File: config.mk
export PLATFORM = sky130hd
export DESIGN_NAME = api_transmit_request_framer_unit
export DESIGN_NICKNAME = d
export VERILOG_FILES = /design/src/design/atrf_pkg.sv /design/src/design/api_transmit_request_framer_unit.sv /design/src/design/atrf_front.sv /design/src/design/atrf_queue.sv /design/src/design/atrf_back.sv
export SDC_FILE = /design/constraint.sdc
export NUM_CORES = 1
export LEC_CHECK = 0
export BUFFER_PORTS_ARGS = -buffer_cell sky130_fd_sc_hd__buf_4
export CORE_UTILIZATION = 59
export DETAILED_ROUTE_END_ITERATION = 16
export PLACE_DENSITY_LB_ADDON = 0.05
export RECOVER_POWER = 25
export SLEW_MARGIN = 20
export SYNTH_ARGS = -nofsm -noshare
export SYNTH_HDL_FRONTEND = slang
export SYNTH_SLANG_ARGS = --single-unit
File: constraint.sdc
create_clock -name clk -period 3.9 [get_ports clk]
set_clock_uncertainty 0.05 [all_clocks]
set_input_delay 0.39 -clock clk [delete_from_list [all_inputs] [get_ports clk]]
set_output_delay 0.39 -clock clk [all_outputs]
set_load 0.02 [all_outputs]
File: src/design/atrf_pkg.sv
// ----------------------------------------------------------------------------
// atrf_pkg
// Shared types and constants of the transmit-request framer: register
// indexes, configuration struct, queue entry and frame header layout.
// ----------------------------------------------------------------------------
package atrf_pkg;

    localparam logic [7:0]  START_DELIM   = 8'h7E;
    localparam logic [7:0]  FRAME_TYPE    = 8'h10;
    localparam logic [15:0] HEADER_PARAMS = 16'h000E;
    localparam logic [7:0]  SUM_BASE      = 8'hFF;

    localparam int CFG_IDX_W = 3;

    typedef enum logic [CFG_IDX_W-1:0] {
        CFG_FRAME_IDENT  = 3'd0,
        CFG_DEST_LONG    = 3'd1,
        CFG_DEST_SHORT   = 3'd2,
        CFG_HOP_RADIUS   = 3'd3,
        CFG_SEND_OPTIONS = 3'd4
    } cfg_index_t;

    localparam logic [7:0]  RST_FRAME_IDENT  = 8'h01;
    localparam logic [63:0] RST_DEST_LONG    = 64'h0;
    localparam logic [15:0] RST_DEST_SHORT   = 16'hFFFF;
    localparam logic [7:0]  RST_HOP_RADIUS   = 8'h00;
    localparam logic [7:0]  RST_SEND_OPTIONS = 8'h00;

    // header byte positions, delimiter first
    localparam int HDR_IDX_W = 5;
    localparam logic [HDR_IDX_W-1:0] HDR_DELIM      = 5'd0;
    localparam logic [HDR_IDX_W-1:0] HDR_LEN_HI     = 5'd1;
    localparam logic [HDR_IDX_W-1:0] HDR_LEN_LO     = 5'd2;
    localparam logic [HDR_IDX_W-1:0] HDR_TYPE       = 5'd3;
    localparam logic [HDR_IDX_W-1:0] HDR_IDENT      = 5'd4;
    localparam logic [HDR_IDX_W-1:0] HDR_LONG_LAST  = 5'd12;
    localparam logic [HDR_IDX_W-1:0] HDR_SHORT_HI   = 5'd13;
    localparam logic [HDR_IDX_W-1:0] HDR_SHORT_LO   = 5'd14;
    localparam logic [HDR_IDX_W-1:0] HDR_RADIUS     = 5'd15;
    localparam logic [HDR_IDX_W-1:0] HDR_OPTIONS    = 5'd16;

    localparam int Q_DEPTH = 2;

    typedef struct packed {
        logic [7:0]  frame_ident;
        logic [63:0] dest_long_address;
        logic [15:0] dest_short_address;
        logic [7:0]  hop_radius;
        logic [7:0]  send_options;
    } cfg_t;

    typedef struct packed {
        logic [7:0]  data_byte;
        logic        first;
        logic        last;
        logic [15:0] frame_len;
    } q_entry_t;

endpackage

File: src/design/api_transmit_request_framer_unit.sv
// ----------------------------------------------------------------------------
// api_transmit_request_framer_unit
// An accepted item passes through a queue slot and then the back
// sequencer's output register. Throughput: one payload byte per cycle
// inside a frame while out_stall is low and the queue holds work; a frame's
// first item adds the header bytes and its last item the checksum byte.
// Reset: registers return to their defaults, queue empties, the block
// waits for the first byte of a new frame.
// ----------------------------------------------------------------------------
module api_transmit_request_framer_unit #(
    parameter int MAX_PAYLOAD = 256
) (
    input  logic                           clk,
    input  logic                           rst_n,
    input  logic                           in_valid,
    output logic                           in_stall,
    input  logic [7:0]                     data_byte,
    input  logic [8:0]                     payload_length,
    output logic                           out_valid,
    input  logic                           out_stall,
    output logic [7:0]                     frame_byte,
    output logic                           end_of_frame,
    output logic                           end_of_run,
    input  logic                           cfg_valid,
    output logic                           cfg_ready,
    input  logic [atrf_pkg::CFG_IDX_W-1:0] cfg_index,
    input  logic [63:0]                    cfg_data
);

    atrf_pkg::cfg_t     cfg_reg;
    atrf_pkg::q_entry_t q_wdata;
    atrf_pkg::q_entry_t q_head;
    logic               q_push;
    logic               q_pop;
    logic               q_valid;
    logic               q_full;

    assign cfg_ready = 1'b1;

    always_ff @(posedge clk or negedge rst_n)
    begin
        if (!rst_n)
        begin
            cfg_reg.frame_ident        <= atrf_pkg::RST_FRAME_IDENT;
            cfg_reg.dest_long_address  <= atrf_pkg::RST_DEST_LONG;
            cfg_reg.dest_short_address <= atrf_pkg::RST_DEST_SHORT;
            cfg_reg.hop_radius         <= atrf_pkg::RST_HOP_RADIUS;
            cfg_reg.send_options       <= atrf_pkg::RST_SEND_OPTIONS;
        end
        else if (cfg_valid && cfg_ready)
        begin
            unique case (cfg_index)
                atrf_pkg::CFG_FRAME_IDENT:  cfg_reg.frame_ident        <= cfg_data[7:0];
                atrf_pkg::CFG_DEST_LONG:    cfg_reg.dest_long_address  <= cfg_data;
                atrf_pkg::CFG_DEST_SHORT:   cfg_reg.dest_short_address <= cfg_data[15:0];
                atrf_pkg::CFG_HOP_RADIUS:   cfg_reg.hop_radius         <= cfg_data[7:0];
                atrf_pkg::CFG_SEND_OPTIONS: cfg_reg.send_options       <= cfg_data[7:0];
                default:
                begin
                    // unknown index, ignored
                end
            endcase
        end
    end

    atrf_front #(
        .MAX_PAYLOAD (MAX_PAYLOAD)
    ) u_front (
        .clk            (clk),
        .rst_n          (rst_n),
        .in_valid       (in_valid),
        .in_stall       (in_stall),
        .data_byte      (data_byte),
        .payload_length (payload_length),
        .q_full         (q_full),
        .q_push         (q_push),
        .q_wdata        (q_wdata)
    );

    atrf_queue u_queue (
        .clk     (clk),
        .rst_n   (rst_n),
        .push    (q_push),
        .wdata   (q_wdata),
        .pop     (q_pop),
        .head    (q_head),
        .q_valid (q_valid),
        .q_full  (q_full)
    );

    atrf_back u_back (
        .clk          (clk),
        .rst_n        (rst_n),
        .cfg          (cfg_reg),
        .q_valid      (q_valid),
        .head         (q_head),
        .q_pop        (q_pop),
        .out_valid    (out_valid),
        .out_stall    (out_stall),
        .frame_byte   (frame_byte),
        .end_of_frame (end_of_frame),
        .end_of_run   (end_of_run)
    );

    // checksum byte always closes the run of its item
    assert property (@(posedge clk) disable iff (!rst_n)
        out_valid && end_of_frame |-> end_of_run)
        else $error("end_of_frame without end_of_run");

    // back never retires an item the queue does not hold
    assert property (@(posedge clk) disable iff (!rst_n)
        q_pop |-> q_valid)
        else $error("queue pop while empty");

    // input stalls only behind a full queue with work at its head
    assert property (@(posedge clk) disable iff (!rst_n)
        in_stall |-> q_valid)
        else $error("input stalled with empty queue");

endmodule

File: src/design/atrf_front.sv
// ----------------------------------------------------------------------------
// atrf_front
// Accepts payload items, tracks frame position and tags each item as
// first and/or last of its frame before queuing it.
// ----------------------------------------------------------------------------
module atrf_front #(
    parameter int MAX_PAYLOAD = 256
) (
    input  logic               clk,
    input  logic               rst_n,
    input  logic               in_valid,
    output logic               in_stall,
    input  logic [7:0]         data_byte,
    input  logic [8:0]         payload_length,
    input  logic               q_full,
    output logic               q_push,
    output atrf_pkg::q_entry_t q_wdata
);

    logic       inside_frame_reg;
    logic [8:0] bytes_left_reg;
    logic [8:0] len_clip;
    logic [8:0] left_now;
    logic [8:0] left_after;
    logic       accept;

    assign in_stall = q_full;
    assign accept   = in_valid && !q_full;
    assign q_push   = accept;

    always_comb
    begin
        len_clip = payload_length;
        if (payload_length == 9'd0)
        begin
            len_clip = 9'd1;
        end
        else if (32'(payload_length) > 32'(MAX_PAYLOAD))
        begin
            len_clip = 9'(MAX_PAYLOAD);
        end
    end

    assign left_now   = inside_frame_reg ? bytes_left_reg : len_clip;
    assign left_after = left_now - 9'd1;

    assign q_wdata.data_byte = data_byte;
    assign q_wdata.first     = !inside_frame_reg;
    assign q_wdata.last      = (left_after == 9'd0);
    assign q_wdata.frame_len = {7'd0, len_clip} + atrf_pkg::HEADER_PARAMS;

    always_ff @(posedge clk or negedge rst_n)
    begin
        if (!rst_n)
        begin
            inside_frame_reg <= 1'b0;
            bytes_left_reg   <= 9'd0;
        end
        else if (accept)
        begin
            inside_frame_reg <= (left_after != 9'd0);
            bytes_left_reg   <= left_after;
        end
    end

endmodule

File: src/design/atrf_queue.sv
// ----------------------------------------------------------------------------
// atrf_queue
// Two-entry queue between the front and the back, so each side can
// stall on its own.
// ----------------------------------------------------------------------------
module atrf_queue (
    input  logic               clk,
    input  logic               rst_n,
    input  logic               push,
    input  atrf_pkg::q_entry_t wdata,
    input  logic               pop,
    output atrf_pkg::q_entry_t head,
    output logic               q_valid,
    output logic               q_full
);

    localparam int PTR_W = $clog2(atrf_pkg::Q_DEPTH);
    localparam int CNT_W = $clog2(atrf_pkg::Q_DEPTH + 1);

    atrf_pkg::q_entry_t slot_reg [atrf_pkg::Q_DEPTH];
    logic [PTR_W-1:0]   wr_ptr_reg;
    logic [PTR_W-1:0]   rd_ptr_reg;
    logic [CNT_W-1:0]   count_reg;
    logic [CNT_W-1:0]   count_next;

    assign head    = slot_reg[rd_ptr_reg];
    assign q_valid = (count_reg != '0);
    assign q_full  = (count_reg == CNT_W'(atrf_pkg::Q_DEPTH));

    always_comb
    begin
        count_next = count_reg;
        if (push && !pop)
        begin
            count_next = count_reg + 1'b1;
        end
        else if (pop && !push)
        begin
            count_next = count_reg - 1'b1;
        end
    end

    always_ff @(posedge clk)
    begin
        if (push)
        begin
            slot_reg[wr_ptr_reg] <= wdata;
        end
    end

    always_ff @(posedge clk or negedge rst_n)
    begin
        if (!rst_n)
        begin
            wr_ptr_reg <= '0;
            rd_ptr_reg <= '0;
            count_reg  <= '0;
        end
        else
        begin
            if (push)
            begin
                wr_ptr_reg <= PTR_W'((32'(wr_ptr_reg) + 1) % atrf_pkg::Q_DEPTH);
            end
            if (pop)
            begin
                rd_ptr_reg <= PTR_W'((32'(rd_ptr_reg) + 1) % atrf_pkg::Q_DEPTH);
            end
            count_reg <= count_next;
        end
    end

endmodule

File: src/design/atrf_back.sv
// ----------------------------------------------------------------------------
// atrf_back
// Serializes queued items: header burst on a frame's first item, the
// payload byte, and the checksum after a frame's last item.
// ----------------------------------------------------------------------------
module atrf_back (
    input  logic               clk,
    input  logic               rst_n,
    input  atrf_pkg::cfg_t     cfg,
    input  logic               q_valid,
    input  atrf_pkg::q_entry_t head,
    output logic               q_pop,
    output logic               out_valid,
    input  logic               out_stall,
    output logic [7:0]         frame_byte,
    output logic               end_of_frame,
    output logic               end_of_run
);

    typedef enum logic [1:0] {
        PH_START,
        PH_HDR,
        PH_DATA,
        PH_SUM
    } phase_t;

    phase_t                              phase_reg;
    phase_t                              phase_next;
    logic [atrf_pkg::HDR_IDX_W-1:0]      idx_reg;
    logic [atrf_pkg::HDR_IDX_W-1:0]      idx_next;
    logic [7:0]                          sum_reg;
    logic [7:0]                          sum_next;
    logic                                out_valid_reg;
    logic [7:0]                          frame_byte_reg;
    logic [7:0]                          frame_byte_next;
    logic                                end_of_frame_reg;
    logic                                end_of_frame_next;
    logic                                end_of_run_reg;
    logic                                end_of_run_next;
    logic                                pop_step;
    logic                                load;
    logic [7:0]                          hdr_byte;
    logic [2:0]                          long_sel;

    assign load = q_valid && (!out_valid_reg || !out_stall);
    assign q_pop = load && pop_step;

    assign out_valid    = out_valid_reg;
    assign frame_byte   = frame_byte_reg;
    assign end_of_frame = end_of_frame_reg;
    assign end_of_run   = end_of_run_reg;

    // address byte, most significant first
    assign long_sel = 3'(atrf_pkg::HDR_LONG_LAST - idx_reg);

    always_comb
    begin
        unique case (idx_reg)
            atrf_pkg::HDR_DELIM:    hdr_byte = atrf_pkg::START_DELIM;
            atrf_pkg::HDR_LEN_HI:   hdr_byte = head.frame_len[15:8];
            atrf_pkg::HDR_LEN_LO:   hdr_byte = head.frame_len[7:0];
            atrf_pkg::HDR_TYPE:     hdr_byte = atrf_pkg::FRAME_TYPE;
            atrf_pkg::HDR_IDENT:    hdr_byte = cfg.frame_ident;
            atrf_pkg::HDR_SHORT_HI: hdr_byte = cfg.dest_short_address[15:8];
            atrf_pkg::HDR_SHORT_LO: hdr_byte = cfg.dest_short_address[7:0];
            atrf_pkg::HDR_RADIUS:   hdr_byte = cfg.hop_radius;
            atrf_pkg::HDR_OPTIONS:  hdr_byte = cfg.send_options;
            default:                hdr_byte = cfg.dest_long_address[long_sel*8 +: 8];
        endcase
    end

    always_comb
    begin
        phase_next        = phase_reg;
        idx_next          = idx_reg;
        sum_next          = sum_reg;
        frame_byte_next   = head.data_byte;
        end_of_frame_next = 1'b0;
        end_of_run_next   = 1'b0;
        pop_step          = 1'b0;
        unique case (phase_reg)
            PH_START, PH_DATA:
            begin
                if (phase_reg == PH_START && head.first)
                begin
                    frame_byte_next = atrf_pkg::START_DELIM;
                    sum_next        = 8'd0;
                    idx_next        = atrf_pkg::HDR_LEN_HI;
                    phase_next      = PH_HDR;
                end
                else
                begin
                    sum_next = sum_reg + head.data_byte;
                    if (head.last)
                    begin
                        phase_next = PH_SUM;
                    end
                    else
                    begin
                        pop_step        = 1'b1;
                        end_of_run_next = 1'b1;
                        phase_next      = PH_START;
                    end
                end
            end
            PH_HDR:
            begin
                frame_byte_next = hdr_byte;
                // checksum covers the type byte onward
                if (idx_reg >= atrf_pkg::HDR_TYPE)
                begin
                    sum_next = sum_reg + hdr_byte;
                end
                if (idx_reg == atrf_pkg::HDR_OPTIONS)
                begin
                    phase_next = PH_DATA;
                end
                else
                begin
                    idx_next = idx_reg + 1'b1;
                end
            end
            PH_SUM:
            begin
                frame_byte_next   = atrf_pkg::SUM_BASE - sum_reg;
                end_of_frame_next = 1'b1;
                end_of_run_next   = 1'b1;
                pop_step          = 1'b1;
                sum_next          = 8'd0;
                phase_next        = PH_START;
            end
            default:
            begin
                phase_next = PH_START;
            end
        endcase
    end

    always_ff @(posedge clk or negedge rst_n)
    begin
        if (!rst_n)
        begin
            phase_reg        <= PH_START;
            idx_reg          <= atrf_pkg::HDR_DELIM;
            sum_reg          <= 8'd0;
            out_valid_reg    <= 1'b0;
            frame_byte_reg   <= 8'd0;
            end_of_frame_reg <= 1'b0;
            end_of_run_reg   <= 1'b0;
        end
        else if (load)
        begin
            phase_reg        <= phase_next;
            idx_reg          <= idx_next;
            sum_reg          <= sum_next;
            out_valid_reg    <= 1'b1;
            frame_byte_reg   <= frame_byte_next;
            end_of_frame_reg <= end_of_frame_next;
            end_of_run_reg   <= end_of_run_next;
        end
        else if (!out_stall)
        begin
            out_valid_reg <= 1'b0;
        end
    end

endmodule
==> results_dict.tcl <==
set metrics [dict create \
    outcome "finished, violations left" \
    violations "max-capacitance violations, max-slew violations" \
    min_period_over_period 0.925 \
    grt_max_degree 90 \
    post-place-cells 1076 \
    drtIter0Drc 480 \
    fmax_mhz 277 \
    grt_antenna_before_repair 0 \
    hold_violations 0 \
    report.power.total_w 0.00919 \
    layout.nets 1001 \
    setup-tns-final_ns 0 \
    gp_congestion 0.923 \
    maxCapViolCount 1 \
    stdcell_count 1108 \
    clockRootBuffer "clkbuf_16" \
    multi_input_area_sq_um 4360 \
    yosys.cell_types.count 76 \
    crit_required_ns 4.19 \
    ctsLongestPathBuffers 2 \
    worstMarginPinSlew_ns 2.26 \
    comb_power_share 0.487 \
    seqPwrFrac 0.327 \
    largest_register_ffs 104 \
    grt_pass1_vias 6927 \
    hp-start "data_byte[1]" \
    track_usage 0.281 \
    row_count 45 \
    path_class "register to register" \
    wire_per_inst_um 19.3 \
    cp-start-kind "register" \
    fin_crit_ns 3.61 \
    startpoint "u_back.idx_reg[1]$_DFFE_PN0P_" \
    clkSlewWorstSetupHoldPaths_ns 0.07 \
    antenna_cells 0 \
    cts_hold_repair.buffers 0 \
    switching_share 0.398 \
    htreeDepth 4 \
    synth-seq-area-share 0.511 \
    cp-end-kind "register" \
    io_buffers 100 \
    pin_count 102 \
    worstHoldPathType "input pin to register" \
    cts_tree "built" \
    critPathArrivalTime_ns 3.90 \
    async_flop_share 0.783 \
    syn_area_per_cell_sq_um 12.1 \
    area.growth.synth_to_final_pct 17.0 \
    core_sq_um 15400 \
    slew_violations 90 \
    internal_power_w 0.00553 \
    vias 6683 \
    fillerInstances 1138 \
    ant_nets 0 \
    setup_violations 0 \
    cts_buffers 17 \
    rr_worst_depth 13 \
    die-area_sq_um 16500 \
    drc 0 \
    cts_setup_buffers 0 \
    syn_area_sq_um 9450 \
    reg2reg_slack_ns 0.29 \
    grt_pass1_wl_um 35400 \
    regArea_sq_um 4830 \
    cts_resized 0 \
    first_pass_iters 5 \
    drive_gt1_frac 0.355 \
    dpl_cell_area_sq_um 10500 \
    synthFlopType "dfrtp_1" \
    hold_end "u_queue.slot_reg[0][13]$_DFFE_PP_" \
    whs_path_depth 1 \
    reg2reg_to "u_back.sum_reg[7]$_DFFE_PN0P_" \
    vias_per_cell 6.03 \
    p_leak_nw 4.66 \
    clk_latency_ns 0.43 \
    yosysTopAreaCell "dfrtp_1" \
    yosys.area.top_type_share 0.336 \
    p_per_area_nw_per_um2 830 \
    p_sw_w 0.00365 \
    relSlewSlack -0.508 \
    ys_ff_latch 184 \
    path_max_fanout 9 \
    clock-sinks 184 \
    synth-edff-count 40 \
    synthTopCellsByArea "dfrtp_1, mux2_2, edfxtp_1" \
    final_area_sq_um 11100 \
    dp_hpwl_um 15700 \
    synth_cells 779 \
    rsz0062_at_grt "no" \
    p_clk_frac 0.186 \
    fin_hold_ws_ns 0.114 \
    rr_startpoint "u_back.idx_reg[1]$_DFFE_PN0P_" \
    start_util 0.613 \
    die_w_um 129 \
    grt_overflow 0 \
    routed_wl_um 21400 \
    die_y_um 129 \
    vdd_drop_max_uv 507 \
    synth_warnings 0 \
]
-- critical path, stage by stage (launching register included) --
cell	delay, ns
dfrtp_1	0.47
inv_1	0.10
ha_1	0.36
buf_4	0.22
mux4_2	0.33
mux2i_1	0.29
o2111ai_1	0.25
ha_1	0.37
a21oi_1	0.18
nor3b_1	0.32
o21ai_0	0.19
a21oi_1	0.18
mux2i_1	0.10
o2111ai_1	0.10
-- kinds of logic after synthesis --
kind of cell / after synthesis / synth area share
flops: 184 / 0.511
compound gates: 162 / 0.114
simple gates: 162 / 0.0859
fa+ha+maj: 28 / 0.0386
mux: 147 / 0.192
buf+inv: 65 / 0.0295
xor+xnor: 29 / 0.0289
other cells: 2 / 0.000794
-- how the worst max path moves through the flow --
stage                                         end  slack (ns)  cells after the start
finish              u_back.sum_reg[7]$_DFFE_PN0P_        0.29                     13
global route        u_back.sum_reg[7]$_DFFE_PN0P_        0.08                     14
CTS                 u_back.sum_reg[6]$_DFFE_PN0P_        0.33                     15
detailed placement  u_back.sum_reg[6]$_DFFE_PN0P_        0.34                     15
global placement    u_back.sum_reg[6]$_DFFE_PN0P_        0.47                     15
floorplan           u_back.sum_reg[6]$_DFFE_PN0P_        0.31                     16
-- synth_stat cells, drive strengths merged, types with 7 or more instances --
cell type / count
a21oi: 40
a22oi: 13
buf: 14
clkbuf: 27
dfrtp: 127
dfstp: 17
edfxtp: 40
ha: 26
inv: 24
mux2: 115
mux2i: 16
mux4: 16
nand2: 56
nand2b: 13
nor2: 37
nor2b: 9
nor3: 9
o211ai: 7
o21ai: 40
xnor2: 13
xor2: 16
-- layout make-up --
class,instances,area share
sequential,184,0.436
multi-input combinational,531,0.394
timing repair buffer,126,0.0849
clock buffer,18,0.0388
tap,211,0.0239
clock inverter,14,0.0140
inverter,24,0.00814
-- layout by cell type (no fill, tap or decap), types with 4 or more instances in the layout --
cell and instances:
a21o_1 5, inv_8 4, nor2_1 37, a22oi_1 13, o2111ai_1 4, nand3_1 6
edfxtp_1 40, dfstp_2 17, nor3b_1 4, nand2b_1 13, dfrtp_1 127, inv_1 24
buf_4 116, o21ai_0 40, a22o_1 4, mux4_2 16, xnor2_1 13, a31oi_1 6
nor2b_1 9, o211ai_1 7, o21a_1 6, clkbuf_4 8, a32oi_1 4, mux2_2 115
clkbuf_16 17, a21oi_1 40, mux2i_1 16, nand2_1 56, xor2_1 15, ha_1 26
nor3_1 7, and3_1 4
-- power groups by stage --
stage	combinational [W]	clock (W)	sequential, W
after global routing	0.00492	0.00181	0.00307
after detailed placement	0.00442	0	0.00303
after CTS	0.00447	0.00173	0.00300
after floorplan	0.00330	0	0.00288
after global placement	0.00426	0	0.00300
final	0.00447	0.00171	0.00300
-- per-layer routing --
layer	wire, um	up-vias	track usage
li1	-	3078	-
met1	9370	3374	0.380
met2	10700	199	0.464
met3	1000	32	0.0516
met4	359	0	0.0865
met5	0	-	0
-- per-stage QoR --
stage / utilization / worst slack (ns)
floorplan: - / 0.312
global placement: 0.679 / 0.472
detailed placement: 0.680 / 0.345
CTS: 0.718 / 0.326
global route: 0.717 / 0.0819
finish: 0.717 / 0.294
(Power assumes the default switching activity.)
